==> src/rtl/slp_pkg.sv <==
// ----------------------------------------------------------------------------
// slp_pkg: shared types and constants of the serial link port
// Opcodes, register reset values, read masks and bit periods.
// ----------------------------------------------------------------------------
package slp_pkg;

  typedef enum logic [2:0] {
    OP_RD_DATA = 3'd0,
    OP_RD_CTRL = 3'd1,
    OP_WR_DATA = 3'd2,
    OP_WR_CTRL = 3'd3,
    OP_TICK    = 3'd4
  } opcode_e;

  localparam int unsigned CntW = 18;
  localparam int unsigned PerW = 10;
  localparam int unsigned TickW = 16;

  localparam logic [7:0] CtrlResetCgb = 8'h7F;
  localparam logic [7:0] CtrlResetDmg = 8'h7E;
  localparam logic [7:0] ReadMaskCgb  = 8'h7C;
  localparam logic [7:0] ReadMaskDmg  = 8'h7E;
  localparam logic [7:0] StartClear   = 8'h7F;

  localparam logic [PerW-1:0] SlowPeriod = 10'd512;
  localparam logic [PerW-1:0] FastPeriod = 10'd16;
  localparam logic [3:0]      BitsPerByte = 4'd8;

  localparam int unsigned CtrlStartBit = 7;
  localparam int unsigned CtrlSpeedBit = 1;
  localparam int unsigned CtrlClkBit   = 0;

  // configuration register index
  localparam logic [0:0] RegCgbMode = 1'b0;

endpackage

==> src/rtl/slp_req_if.sv <==
// ----------------------------------------------------------------------------
// slp_req_if: request channel of the serial link port
// One beat carries a register access or a tick.
// ----------------------------------------------------------------------------
interface slp_req_if;
  logic                           valid;
  logic                           ready;
  logic [2:0]                     opcode;
  logic [7:0]                     write_data;
  logic [slp_pkg::TickW-1:0]      tick_count;

  modport source (output valid, output opcode, output write_data, output tick_count,
                  input ready);
  modport sink   (input valid, input opcode, input write_data, input tick_count,
                  output ready);
endinterface

==> src/rtl/slp_rsp_if.sv <==
// ----------------------------------------------------------------------------
// slp_rsp_if: response channel of the serial link port
// One beat per request: read data and the transfer-done flag.
// ----------------------------------------------------------------------------
interface slp_rsp_if;
  logic       valid;
  logic       ready;
  logic [7:0] read_data;
  logic       transfer_done;

  modport source (output valid, output read_data, output transfer_done, input ready);
  modport sink   (input valid, input read_data, input transfer_done, output ready);
endinterface

==> src/rtl/slp_alu.sv <==
// ----------------------------------------------------------------------------
// slp_alu: shared counter adder
// Subtracts a tick count from, or adds the bit period to, the cycle counter.
// ----------------------------------------------------------------------------
module slp_alu (
  input  logic signed [slp_pkg::CntW-1:0]  cnt_i,
  input  logic        [slp_pkg::TickW-1:0] tick_i,
  input  logic        [slp_pkg::PerW-1:0]  period_i,
  input  logic                             sub_i,
  output logic signed [slp_pkg::CntW-1:0]  sum_o,
  output logic                             cnt_le_zero_o
);

  logic [slp_pkg::CntW-1:0] opb;

  always_comb begin
    if (sub_i) begin
      opb = ~{{(slp_pkg::CntW-slp_pkg::TickW){1'b0}}, tick_i};
    end else begin
      opb = {{(slp_pkg::CntW-slp_pkg::PerW){1'b0}}, period_i};
    end
  end

  assign sum_o         = $signed(cnt_i + opb + {{(slp_pkg::CntW-1){1'b0}}, sub_i});
  assign cnt_le_zero_o = cnt_i[slp_pkg::CntW-1] || (cnt_i == '0);

endmodule

==> src/rtl/serial_link_port_open_line.sv <==
// ----------------------------------------------------------------------------
// serial_link_port_open_line: link port with no partner attached
// Data and control byte registers plus the internal-clock transfer engine.
// ----------------------------------------------------------------------------
// Usage:
//   req_i carries one beat per request: register read, register write or a
//   tick with an elapsed cycle count. rsp_o returns exactly one beat per
//   request, in order: read_data for reads (zero otherwise) and
//   transfer_done on the tick that finishes the eighth bit.
//   Register accesses and idle ticks go from accept straight to the emit
//   state. A tick while busy passes subtract, loop and emit, with one loop
//   pass per completed bit period; the pass that ends the eighth bit skips
//   the final counter check. The single counter adder does one subtract and
//   then one period add per cycle while the counter is not positive.
//   req_i.ready is high only while the sequencer is idle. A response waits
//   in the output register while rsp_o.ready is low; a finished request
//   holds in the emit state until that register is free.
//   The APB port holds cgb_mode at address 0; writing it also reloads the
//   control byte with the mode's reset value.
//   After rst_ni: data 0x00, control 0x7E, idle, slow clock, mode 0.
// ----------------------------------------------------------------------------
module serial_link_port_open_line (
  input  logic        clk_i,
  input  logic        rst_ni,
  slp_req_if.sink     req_i,
  slp_rsp_if.source   rsp_o,
  input  logic        psel,
  input  logic        penable,
  input  logic        pwrite,
  input  logic [0:0]  paddr,
  input  logic [31:0] pwdata,
  output logic [31:0] prdata,
  output logic        pready
);

  localparam logic [1:0] StIdle = 2'd0;
  localparam logic [1:0] StSub  = 2'd1;
  localparam logic [1:0] StLoop = 2'd2;
  localparam logic [1:0] StEmit = 2'd3;

  logic [1:0] state_q, state_d;
  logic       cgb_q, cgb_d;
  logic [7:0] shift_q, shift_d;
  logic [7:0] ctrl_q, ctrl_d;
  logic       busy_q, busy_d;
  logic [3:0] bits_q, bits_d;
  logic [slp_pkg::PerW-1:0]       period_q, period_d;
  logic signed [slp_pkg::CntW-1:0] cnt_q, cnt_d;
  logic [slp_pkg::TickW-1:0]      tick_q, tick_d;
  logic [7:0] res_rd_q, res_rd_d;
  logic       res_done_q, res_done_d;
  logic       out_valid_q, out_valid_d;
  logic [7:0] out_rd_q, out_rd_d;
  logic       out_done_q, out_done_d;

  logic                             alu_sub;
  logic signed [slp_pkg::CntW-1:0]  alu_sum;
  logic                             cnt_le_zero;
  logic                             req_fire;
  logic                             cfg_wr;
  logic                             out_free;
  logic [slp_pkg::PerW-1:0]         new_period;

  slp_alu u_alu (
    .cnt_i         (cnt_q),
    .tick_i        (tick_q),
    .period_i      (period_q),
    .sub_i         (alu_sub),
    .sum_o         (alu_sum),
    .cnt_le_zero_o (cnt_le_zero)
  );

  assign req_i.ready = (state_q == StIdle);
  assign req_fire    = req_i.valid && req_i.ready;
  assign alu_sub     = (state_q == StSub);
  assign out_free    = !out_valid_q || rsp_o.ready;

  assign pready = 1'b1;
  assign cfg_wr = psel && penable && pwrite && (paddr == slp_pkg::RegCgbMode);
  assign prdata = (paddr == slp_pkg::RegCgbMode) ? {31'd0, cgb_q} : 32'd0;

  assign new_period = (cgb_q && req_i.write_data[slp_pkg::CtrlSpeedBit]) ?
                      slp_pkg::FastPeriod : slp_pkg::SlowPeriod;

  always_comb begin
    state_d     = state_q;
    cgb_d       = cgb_q;
    shift_d     = shift_q;
    ctrl_d      = ctrl_q;
    busy_d      = busy_q;
    bits_d      = bits_q;
    period_d    = period_q;
    cnt_d       = cnt_q;
    tick_d      = tick_q;
    res_rd_d    = res_rd_q;
    res_done_d  = res_done_q;
    out_valid_d = out_valid_q;
    out_rd_d    = out_rd_q;
    out_done_d  = out_done_q;

    if (out_valid_q && rsp_o.ready) begin
      out_valid_d = 1'b0;
    end

    if (cfg_wr) begin
      cgb_d  = pwdata[0];
      ctrl_d = pwdata[0] ? slp_pkg::CtrlResetCgb : slp_pkg::CtrlResetDmg;
    end

    case (state_q)
      StIdle: begin
        if (req_fire) begin
          res_rd_d   = 8'd0;
          res_done_d = 1'b0;
          state_d    = StEmit;
          case (req_i.opcode)
            slp_pkg::OP_RD_DATA: res_rd_d = shift_q;
            slp_pkg::OP_RD_CTRL: begin
              res_rd_d = ctrl_q | (cgb_q ? slp_pkg::ReadMaskCgb : slp_pkg::ReadMaskDmg);
            end
            slp_pkg::OP_WR_DATA: shift_d = req_i.write_data;
            slp_pkg::OP_WR_CTRL: begin
              ctrl_d = req_i.write_data;
              if (req_i.write_data[slp_pkg::CtrlStartBit] &&
                  req_i.write_data[slp_pkg::CtrlClkBit]) begin
                busy_d   = 1'b1;
                bits_d   = slp_pkg::BitsPerByte;
                period_d = new_period;
                cnt_d    = $signed({{(slp_pkg::CntW-slp_pkg::PerW){1'b0}}, new_period});
              end
            end
            slp_pkg::OP_TICK: begin
              tick_d = req_i.tick_count;
              if (busy_q) begin
                state_d = StSub;
              end
            end
            default: ;
          endcase
        end
      end
      StSub: begin
        cnt_d   = alu_sum;
        state_d = StLoop;
      end
      StLoop: begin
        if (cnt_le_zero) begin
          // one bit period elapsed: open line shifts in a 1
          shift_d = {shift_q[6:0], 1'b1};
          cnt_d   = alu_sum;
          bits_d  = bits_q - 4'd1;
          if (bits_q == 4'd1) begin
            ctrl_d     = ctrl_q & slp_pkg::StartClear;
            busy_d     = 1'b0;
            res_done_d = 1'b1;
            state_d    = StEmit;
          end
        end else begin
          state_d = StEmit;
        end
      end
      StEmit: begin
        if (out_free) begin
          out_valid_d = 1'b1;
          out_rd_d    = res_rd_q;
          out_done_d  = res_done_q;
          state_d     = StIdle;
        end
      end
      default: state_d = StIdle;
    endcase
  end

  always_ff @(posedge clk_i or negedge rst_ni) begin
    if (!rst_ni) begin
      state_q     <= StIdle;
      cgb_q       <= 1'b0;
      shift_q     <= 8'd0;
      ctrl_q      <= slp_pkg::CtrlResetDmg;
      busy_q      <= 1'b0;
      bits_q      <= slp_pkg::BitsPerByte;
      period_q    <= slp_pkg::SlowPeriod;
      cnt_q       <= $signed({{(slp_pkg::CntW-slp_pkg::PerW){1'b0}}, slp_pkg::SlowPeriod});
      out_valid_q <= 1'b0;
    end else begin
      state_q     <= state_d;
      cgb_q       <= cgb_d;
      shift_q     <= shift_d;
      ctrl_q      <= ctrl_d;
      busy_q      <= busy_d;
      bits_q      <= bits_d;
      period_q    <= period_d;
      cnt_q       <= cnt_d;
      out_valid_q <= out_valid_d;
    end
  end

  always_ff @(posedge clk_i) begin
    tick_q     <= tick_d;
    res_rd_q   <= res_rd_d;
    res_done_q <= res_done_d;
    out_rd_q   <= out_rd_d;
    out_done_q <= out_done_d;
  end

  assign rsp_o.valid         = out_valid_q;
  assign rsp_o.read_data     = out_rd_q;
  assign rsp_o.transfer_done = out_done_q;

endmodule
==> src/flat_wrapper.sv <==
// flat-port wrapper written by rule: the top's interface ports become plain ports
module serial_link_port_open_line_flat 
  (clk_i, rst_ni, psel, penable, pwrite, paddr, pwdata, prdata, pready, req_i_valid, req_i_opcode, req_i_write_data, req_i_tick_count, req_i_ready, rsp_o_valid, rsp_o_read_data, rsp_o_transfer_done, rsp_o_ready);
  slp_req_if req_i_i ();
  slp_rsp_if rsp_o_i ();
  input  logic clk_i;
  input  logic rst_ni;
  input  logic psel;
  input  logic penable;
  input  logic pwrite;
  input  logic [0:0] paddr;
  input  logic [31:0] pwdata;
  output logic [31:0] prdata;
  output logic pready;
  input wire logic [$bits(req_i_i.valid)-1:0] req_i_valid;
  input wire logic [$bits(req_i_i.opcode)-1:0] req_i_opcode;
  input wire logic [$bits(req_i_i.write_data)-1:0] req_i_write_data;
  input wire logic [$bits(req_i_i.tick_count)-1:0] req_i_tick_count;
  output wire logic [$bits(req_i_i.ready)-1:0] req_i_ready;
  output wire logic [$bits(rsp_o_i.valid)-1:0] rsp_o_valid;
  output wire logic [$bits(rsp_o_i.read_data)-1:0] rsp_o_read_data;
  output wire logic [$bits(rsp_o_i.transfer_done)-1:0] rsp_o_transfer_done;
  input wire logic [$bits(rsp_o_i.ready)-1:0] rsp_o_ready;
  assign req_i_i.valid = req_i_valid;
  assign req_i_i.opcode = req_i_opcode;
  assign req_i_i.write_data = req_i_write_data;
  assign req_i_i.tick_count = req_i_tick_count;
  assign req_i_ready = req_i_i.ready;
  assign rsp_o_valid = rsp_o_i.valid;
  assign rsp_o_read_data = rsp_o_i.read_data;
  assign rsp_o_transfer_done = rsp_o_i.transfer_done;
  assign rsp_o_i.ready = rsp_o_ready;
  serial_link_port_open_line u_core (.clk_i(clk_i), .rst_ni(rst_ni), .req_i(req_i_i), .rsp_o(rsp_o_i), .psel(psel), .penable(penable), .pwrite(pwrite), .paddr(paddr), .pwdata(pwdata), .prdata(prdata), .pready(pready));
endmodule
==> config.mk <==
export PLATFORM = sky130hd
export DESIGN_NAME = serial_link_port_open_line_flat
export DESIGN_NICKNAME = d
export VERILOG_FILES = /design/src/rtl/slp_pkg.sv /design/src/rtl/slp_req_if.sv /design/src/rtl/slp_rsp_if.sv /design/src/rtl/slp_alu.sv /design/src/rtl/serial_link_port_open_line.sv /design/src/flat_wrapper.sv
export SDC_FILE = /design/constraint.sdc
export NUM_CORES = 1
export LEC_CHECK = 0
export BUFFER_PORTS_ARGS = -buffer_cell sky130_fd_sc_hd__buf_2
export CORE_MARGIN = 2
export CORE_UTILIZATION = 44
export CTS_BUF_LIST = sky130_fd_sc_hd__clkbuf_8
export DETAILED_ROUTE_END_ITERATION = 16
export PLACE_DENSITY = 0.7
export SYNTH_ARGS = -nofsm -noshare
export SYNTH_HDL_FRONTEND = slang
export SYNTH_SLANG_ARGS = --single-unit
==> constraint.sdc <==
create_clock -name clk_i -period 3.2 [get_ports clk_i]
set_clock_uncertainty 0.05 [all_clocks]
set_input_delay 0.48 -clock clk_i [delete_from_list [all_inputs] [get_ports clk_i]]
set_output_delay 0.48 -clock clk_i [all_outputs]
set_load 0.01 [all_outputs]
==> metrics.txt, run 1 <==
status=completed; Post-synth EDFFs=34; distinct cell type count after synthesis=56; synth-to-layout area growth=12.07%; Slew Viols, Final=0; Placer Congestion=0.9050; critical path's slowest cell=dfrtp_1; HPWL after detailed placement=6305 um; drt first-iter violations=222; initial core utilization=45.66%; Final ANT Viol Nets=0; Synth Flop Type=dfrtp_1; Cells after Synth=420; Net count, final=569; Clk pin slew, worst setup/hold paths=90 ps; # Max-Cap Violations=0; Skew-Pair Late Insertion Delay=roughly 360 ps; initial antenna violation count=0; CTS root buffer=clkbuf_8; final core utilization=roughly half; H-tree depth=3; io pins=approximately 110; pre-CTS WS=125.7 ps; per-cell routed wire length=14.11 um; Critical Path RT=3430 ps; FF-to-FF setup slack=180 ps; Levels on crit path=12; power per cell area=between 800 and 900 nW/um2; DP Area=roughly 4500 um2; number of global-route vias before repair=2991; die outline height=102.2 um; Fmax=330.6 MHz; Final Hold Violating Endpoints=0; relative slew slack=38.27%; sequential area share after synthesis=47.82%; 1st-pass router iterations=4; first-pass GRT wire length=14330 um; Seq cells post-synth=74; kind of critical path=reg -> reg; fraction of layout cells with a size suffix above 1=between 10% and 20%; Hold WC Path Type=in -> async; Max IR drop VDD=approximately 0.33 mV; GR Util All Layers=17.59%; CP Buf/Inv Count=3; Total Routed Length=8636 um; Final WS setup=175.6 ps; setup TNS=0 ps; Sink Count=74; CP Cell Sequence=inv_1 > ha_1 > inv_2 > buf_4 > nor2_1 > ha_1 > a21o_1 > a21o_1 > a221o_1 > o2111a_1 > a2111o_1 > o211ai_1; final worst path period share=94.51%; Tmin final=3024 ps; total number of vias=3179; Antenna Cells=0; endpoint type of the worst setup path=register; Warnings, synthesis=0; core area=9284 um2; Crit Path Max Fanout=7; CTS Buffer Depth=2; row count=35; Worst R2R End=u_core.cnt_q[17]$_DFFE_PN0P_; largest net degree at the start of global routing=41; syn_area_per_cell=10.09 um2; total CTS buffers=9; port bufs=47; cts hold-fix bufs=0; die width=102.2 um; # setup viols final=0; RR Startpoint=u_core.state_q[1]$_DFFE_PN0P_; post-route design area=4751 um2; aggregate global routing overflow=0; die area=between 10000 and 15000 um2; startpoint types=register; RSZ-0062 raised after global routing=no; vias per cell=between 5 and 6; Reg2Reg Depth=12; DRC Markers=0; Syn Std Cell Area=between 4000 and 5000 um2; crit-path max cell delay=420 ps; LEAKAGE=about 2.1 nW; Arr. time, crit path=3260 ps; asr flop ratio synth=54.05%; CP top delay family=compound AO/OA/AOI/OAI gates; worst slew pin tran=926.0 ps; CTS tree=yes
-- stage by stage --
stage | hold WS [ps] | power [mW] | instances
2_1_floorplan | 134.4 | 2.925 | 450
3_3_place_gp | 352.7 | 3.336 | 596
3_5_place_dp | 354.5 | 3.413 | 596
4_1_cts | 226.5 | 4.112 | 612
5_1_grt | 220.6 | 4.456 | 612
6_report | 197.4 | 4.121 | 612
-- cells by family (layout without fill, tap and decap cells) --
kind of cell	count (synthesis)	in the layout	share of synthesized area (%)
AO/OA/AOI/OAI	112	112	17.33
XOR/XNOR	13	13	2.686
adder cells (fa/ha/maj)	24	24	7.438
buffers and inverters	62	95	8.707
flip-flops	74	74	47.82
multiplexers	9	9	2.125
other	2	32	0.1772
AND/OR/NAND/NOR	124	124	13.73
-- metal layers --
layer,track usage (%),share of wire [%],wire (um)
met1,24.43,47,4047
met2,27.99,47,4042
met3,3.694,5.0,434
met4,5.231,1.3,111
met5,0,0,0
-- power breakdown --
| part | total, mW | switching, mW | leakage, nW | internal, mW |
|---|---|---|---|---|
| Clock | 0.687 | 0.393 | 0.0884 | 0.294 |
| Sequential | 1.50 | 0.186 | 0.819 | 1.32 |
| Combinational | 1.93 | 1.19 | 1.19 | 0.741 |
-- cell usage in the layout (no fill, tap or decap), drive strengths merged, types with 5 or more instances in the layout --
cell type   n
a21o        6
a21oi      22
and3        5
buf        59
clkbuf      9
conb       32
dfrtp      36
edfxtp     34
ha         22
inv        23
mux2i       9
nand2      49
nand2b      5
nand3       6
nor2       30
nor3        6
o2111ai     5
o211ai      6
o21a        8
o21ai      34
o31ai      10
xnor2       7
xor2        6
-- worst register-to-register path, delay by kind of cell, from the launching register on --
kind,cells,cell delay (ps)
DFF,1,420
and+or+nand+nor,1,120
adders and majority gates,2,460
buffers and inverters,3,370
AOI/OAI and AO/OA,6,1520
-- cells in the mapped netlist, types with 5 or more instances --
| master | n | share of area [%] |
|---|---|---|
| nand3_1 | 6 | 0.71 |
| o2111ai_1 | 5 | 1.0 |
| buf_4 | 34 | 6.0 |
| nor2_1 | 30 | 2.7 |
| edfxtp_1 | 34 | 24 |
| o21a_1 | 8 | 1.4 |
| a21oi_1 | 22 | 2.6 |
| o211ai_1 | 5 | 0.89 |
| o31ai_1 | 10 | 1.8 |
| xor2_1 | 6 | 1.2 |
| a21o_1 | 6 | 1.1 |
| dfrtp_1 | 36 | 21 |
| xnor2_1 | 7 | 1.4 |
| nor3_1 | 5 | 0.59 |
| nand2b_1 | 5 | 0.74 |
| mux2i_1 | 9 | 2.1 |
| o21ai_0 | 32 | 3.8 |
| inv_1 | 20 | 1.8 |
| ha_1 | 22 | 6.5 |
| and3_1 | 5 | 0.74 |
| nand2_1 | 49 | 4.3 |
-- sequential cells by signal (all words and copies together), names as in the netlist --
signal	count
u_core.cnt_q	18
u_core.rsp_o.transfer_done	1
u_core.rsp_o.valid	1
u_core.shift_q	8
u_core.busy_q	1
u_core.rsp_o.read_data	8
u_core.res_rd_q	8
u_core.tick_q	16
u_core.period_q	2
u_core.state_q	2
u_core.ctrl_q	3
u_core.bits_q	4
u_core.cgb_q	1
u_core.res_done_q	1
-- worst max path at each step --
| stage | startpoint | slack [ps] | endpoint |
|---|---|---|---|
| 5_1_grt | u_core.state_q[1]$_DFFE_PN0P_ | 10 | u_core.cnt_q[15]$_DFFE_PN0P_ |
| 3_3_place_gp | u_core.state_q[1]$_DFFE_PN0P_ | 200 | u_core.cnt_q[17]$_DFFE_PN0P_ |
| 6_report | u_core.state_q[1]$_DFFE_PN0P_ | 180 | u_core.cnt_q[17]$_DFFE_PN0P_ |
| 4_1_cts | u_core.state_q[1]$_DFFE_PN0P_ | 70 | u_core.cnt_q[17]$_DFFE_PN0P_ |
| 3_5_place_dp | u_core.state_q[1]$_DFFE_PN0P_ | 130 | u_core.cnt_q[17]$_DFFE_PN0P_ |
| 2_1_floorplan | u_core.state_q[1]$_DFFE_PN0P_ | 20 | u_core.cnt_q[14]$_DFFE_PN0P_ |
-- what timing repair did --
action,4_1_cts,5_1_grt
gates resized for setup,0,4
setup buffers,0,0
endpoints found under the setup margin,0,5
-- layout make-up --
class	count	area [um2]
clock buffers	9	123.9
clock inverters	7	61.31
fillers	837	4533
inverters	20	75.07
multi-input cells	314	1977
flip-flops and latches	74	2027
well taps	129	161.4
repair buffers	59	325.3
Note: power is estimated with default switching activity, not from simulation.
==> run 2, diff against run 1 <==
- PLACE_DENSITY: 0.7 -> 0.67
- clock period: 3.2 -> 3.5 ns (I/O delays scaled with it)
==> metrics.txt, run 2 (same netlist as run 1, synthesis figures left out) <==
status=completed; Tmin final=3142 ps; HPWL after detailed placement=6264 um; FF-to-FF setup slack=360 ps; Largest register FFs=18; drt first-iter violations=157; Skew-Pair Late Insertion Delay=350 ps; startpoint types=register; postcts setup bufs=0; CP Cell Sequence=inv_1 > ha_1 > inv_1 > buf_4 > nor2_1 > ha_1 > nor2b_1 > o2111ai_1 > a2111oi_2 > o21ai_0 > a2111o_1 > o211ai_1; CTS Buffer Depth=2; vias per cell=5.200; relative slew slack=37.37%; Crit Path Max Fanout=7; RSZ-0062 raised after global routing=no; Placer Congestion=0.8788; DRC Markers=0; GR Util All Layers=18.28%; Antenna Cells=0; # setup viols final=0; first-pass GRT wire length=14830 um; endpoint type of the worst setup path=register; Hold WC Path Type=in -> async; die width=102.2 um; Levels on crit path=12; critical path's slowest cell=a2111oi_2; commonest non-fill, non-tap cell in the layout=nand2_1; Top Layer Used=met4; Arr. time, crit path=3360 ps; CTS tree=yes; Final ANT Viol Nets=0; total number of vias=approximately 3200; wire length on met1=4065 um; most frequent cells in the layout=49 x nand2_1, 47 x buf_2, 36 x dfrtp_1; final core utilization=roughly half; cts hold-fix bufs=0; initial core utilization=45.66%; kind of critical path=reg -> reg; initial antenna violation count=0; Final Hold Violating Endpoints=0; Net count, final=563; CTS resizes=0; Top reg by flops=u_core.cnt_q; Sink Count=74; LEAKAGE=2.081 nW; CP Buf/Inv Count=3; die area=approximately 10000 um2; 1st-pass router iterations=4; setup TNS=0 ps; multi-input logic area=slightly below 2000 um2; combinational power share=45.2%; synth-to-layout area growth=11.04%; biggest regs=u_core.cnt_q (18), u_core.tick_q (16); Slew Viols, Final=0; io pins=111; Fmax=318.2 MHz; fraction of layout cells with a size suffix above 1=roughly 16%; Net Sw Frac=42.10%; FF/Latch Area=2027 um2; Psw=1.588 mW; H-tree depth=3; total CTS buffers=9; final worst path period share=between 80% and 90%; crit-path max cell delay=620 ps; Reg2Reg Depth=12; CP top delay family=compound AO/OA/AOI/OAI gates; largest net degree at the start of global routing=41; routed wl met2=between 4000 and 5000 um; aggregate global routing overflow=0; Seq pwr share=36.2%; per-cell routed wire length=14.10 um; Max IR drop VDD=~0.4 mV; Total Routed Length=approximately 8500 um; FILL cells=867; power per cell area=801.3 nW/um2; number of global-route vias before repair=3049; # Max-Cap Violations=0; worst slew pin tran=939.5 ps; WL met3=between 300 and 400 um; clock power share=18.6%; core area=9284 um2; row count=35; die outline height=102.2 um; CTS root buffer=clkbuf_8; internal power=~2.2 mW; Clk pin slew, worst setup/hold paths=around 90 ps; Critical Path RT=3720 ps; port bufs=47
==> run 2: path summary, 6_finish.rpt <==
kind,start,end
max in group asynchronous,rst_ni,u_core.shift_q[7]$_DFFE_PN0P_
max reg2reg,u_core.state_q[1]$_DFFE_PN0P_,u_core.cnt_q[17]$_DFFE_PN0P_
min,rst_ni,u_core.cnt_q[8]$_DFFE_PN0P_
min in group clk_i,req_i_tick_count[10],u_core.tick_q[10]$_DFFE_PP_
max,u_core.state_q[1]$_DFFE_PN0P_,u_core.cnt_q[17]$_DFFE_PN0P_
min reg2reg,u_core.res_rd_q[6]$_DFFE_PP_,u_core.rsp_o.read_data[6]$_DFFE_PP_
==> run 2: power by group through the flow <==
stage | Clock (mW) | Sequential [mW] | Combinational, mW
floorplan | 0 | 1.35 | 1.32
global placement | 0 | 1.37 | 1.64
detailed placement | 0 | 1.38 | 1.69
CTS | 0.717 | 1.36 | 1.71
global route | 0.760 | 1.40 | 1.96
finish | 0.702 | 1.37 | 1.70
==> run 2: per-stage QoR <==
stage	setup slack [ps]	std cells	cell area (um2)	hold slack [ps]	power [mW]
finish	357.6	606	4707	258.8	3.772
global route	14.18	606	4707	277.6	4.120
CTS	321.2	606	4707	280.7	3.791
detailed placement	357.3	590	4499	354.5	3.077
global placement	425.2	590	4499	352.5	3.016
floorplan	317.0	450	4352	179.4	2.675
==> run 2: layer usage <==
| metal | track usage, % | up-vias |
|---|---|---|
| met5 | 0 | - |
| met4 | 5.436 | 0 |
| met3 | 3.899 | 10 |
| met2 | 29.10 | 82 |
| met1 | 25.34 | 1505 |
| li1 | - | 1554 |
==> run 2: worst reg2reg max path, cell delays in order, from the launching register on <==
cell and delay [ps]:
dfrtp_1 410, inv_1 110, ha_1 180, inv_1 90
buf_4 170, nor2_1 210, ha_1 170, nor2b_1 160
o2111ai_1 200, a2111oi_2 620, o21ai_0 200, a2111o_1 390
o211ai_1 90
==> run 2: cell type report <==
class	instances	share of cell area, %
clock buffer	9	2.632
clock inverter	7	1.781
inverter	20	1.595
multi-input combinational	314	41.55
sequential	74	43.06
tap	129	3.429
timing repair buffer	53	5.954
==> run 3, diff against run 2 <==
- CORE_UTILIZATION: 44 -> 59
- PLACE_DENSITY: 0.67 -> default
- PLACE_DENSITY_LB_ADDON: default -> 0.1
==> metrics.txt, run 3 (same netlist as run 1, synthesis figures left out) <==
status=completed; per-cell routed wire length=15.50 um; total number of vias=between 3000 and 4000; Critical Path RT=3730 ps; CP Cell Sequence=inv_1 > ha_1 > clkinvlp_4 > fa_1 > nor2b_1 > o2111ai_1 > a2111oi_4 > o21ai_0 > a2111o_1 > o211ai_1; H-tree depth=3; clock power share=a little under a fifth; initial antenna violation count=0; cts hold-fix bufs=0; kind of critical path=reg -> reg; crit-path max cell delay=540 ps; vias per cell=5.620; multi-input logic area=1968 um2; initial core utilization=61.71%; CTS Buffer Depth=2; Net count, final=around 560; aggregate global routing overflow=0; drt first-iter violations=184; total CTS buffers=9; Top reg by flops=u_core.cnt_q; first-pass GRT wire length=roughly 14000 um; critical path's slowest cell=a2111oi_4; final worst path period share=94.12%; Arr. time, crit path=approximately 3500 ps; Largest register FFs=18; Final ANT Viol Nets=0; io pins=111; FF/Latch Area=2027 um2; Clk pin slew, worst setup/hold paths=approximately 80 ps; Crit Path Max Fanout=11; GR Util All Layers=23.86%; Net Sw Frac=42.59%; fraction of layout cells with a size suffix above 1=16.56%; relative slew slack=35.86%; commonest non-fill, non-tap cell in the layout=nand2_1; largest net degree at the start of global routing=between 40 and 50; Total Routed Length=8883 um; port bufs=47; LEAKAGE=2.077 nW; Slew Viols, Final=0; endpoint type of the worst setup path=register; Placer Congestion=between 0.8 and 0.9; CTS root buffer=clkbuf_8; startpoint types=register; final core utilization=68.18%; Sink Count=74; Tmin final=3294 ps; synth-to-layout area growth=10.48%; Antenna Cells=0; die width=a little under 90 um; core area=between 6000 and 7000 um2; DRC Markers=0; number of global-route vias before repair=3023; biggest regs=u_core.cnt_q (18), u_core.tick_q (16); Final WS setup=205.9 ps; row count=30; power per cell area=809.6 nW/um2; Final Hold Violating Endpoints=0; CTS tree=yes; Seq pwr share=36.2%; most frequent cells in the layout=49 x nand2_1, 47 x buf_2, 36 x dfrtp_1; internal power=about 2.2 mW; Fmax=303.6 MHz; worst slew pin tran=962.1 ps; Skew-Pair Late Insertion Delay=about 360 ps; Max IR drop VDD=0.5958 mV; Psw=1.615 mW; postcts setup bufs=0; die area=slightly below 8000 um2; 1st-pass router iterations=4; combinational power share=45.4%; # Max-Cap Violations=0; FILL cells=512; Hold WC Path Type=in -> async; die outline height=88.77 um; # setup viols final=0; pre-CTS WS=217.5 ps; non-filler instance count after layout=573; dpl cells=roughly 560; HPWL after detailed placement=6317 um; RSZ-0062 raised after global routing=yes
-- run 3: changes by cell type in the layout (fill, tap and decap cells not counted) --
| cell | before | now |
|---|---|---|
| a2111oi_2 | 1 | 0 |
| a2111oi_4 | 0 | 1 |
| clkinvlp_4 | 1 | 3 |
| inv_1 | 20 | 19 |
| inv_6 | 3 | 1 |
| inv_8 | 1 | 2 |
-- run 3: layer usage --
layer | share of wire [%] | global-route usage, % | vias up
met5 | 0 | 0 | -
li1 | - | - | 1554
met3 | 5.0 | 5.504 | 13
met4 | 1.8 | 9.229 | 0
met2 | 49 | 38.81 | 88
met1 | 44 | 31.09 | 1565
-- run 3: final cells by class --
cell class / count / share of cell area, %
clock buffers: 9 / 2.645
clock inverters: 7 / 1.817
inverters: 20 / 1.683
multi-input cells: 314 / 42.03
flip-flops and latches: 74 / 43.28
well taps: 96 / 2.565
repair buffers: 53 / 5.985
-- run 3: final timing paths --
check                                         startpoint                             endpoint  slack (ps)  cells past startpoint
max                        u_core.state_q[1]$_DFFE_PN0P_         u_core.cnt_q[17]$_DFFE_PN0P_         210                     10
min                                               rst_ni        u_core.shift_q[5]$_DFFE_PN0P_         260                      1
max reg2reg                u_core.state_q[1]$_DFFE_PN0P_         u_core.cnt_q[17]$_DFFE_PN0P_         210                     10
min reg2reg                 u_core.res_rd_q[1]$_DFFE_PP_  u_core.rsp_o.read_data[1]$_DFFE_PP_         380                      0
max in group asynchronous                         rst_ni          u_core.cnt_q[0]$_DFFE_PN0P_        2530                      1
min in group clk_i                   req_i_tick_count[6]           u_core.tick_q[6]$_DFFE_PP_         290                      1
-- run 3: critical path: cells and delay by family (launching register included) --
family                   cells  cell delay (ps)
AND/OR/NAND/NOR              1              150
AO/OA/AOI/OAI                5             1460
adder cells (fa/ha/maj)      2              740
buffers and inverters        2              400
flip-flops                   1              410
-- run 3: repair_timing --
action / in CTS / in global routing
endpoints found under the setup margin: 0 / 4
gates resized for setup: 0 / 2
hold endpoints to repair: 0 / 0
-- run 3: power by group through the flow --
stage | registers, mW | logic, mW | clock network (mW)
finish | 1.37 | 1.72 | 0.698
global route | 1.40 | 1.94 | 0.738
CTS | 1.37 | 1.70 | 0.712
detailed placement | 1.38 | 1.69 | 0
global placement | 1.37 | 1.64 | 0
floorplan | 1.35 | 1.32 | 0
-- run 3: metrics by stage --
step / TNS (ps) / area [um2] / total power [mW] / hold WS (ps)
3_5_place_dp: 0 / 4458 / 3.072 / 358.8
2_1_floorplan: 0 / 4352 / 2.675 / 179.4
4_1_cts: 0 / 4667 / 3.781 / 280.1
5_1_grt: -13.06 / 4683 / 4.075 / 274.9
6_report: 0 / 4683 / 3.791 / 264.0
3_3_place_gp: 0 / 4458 / 3.006 / 350.3
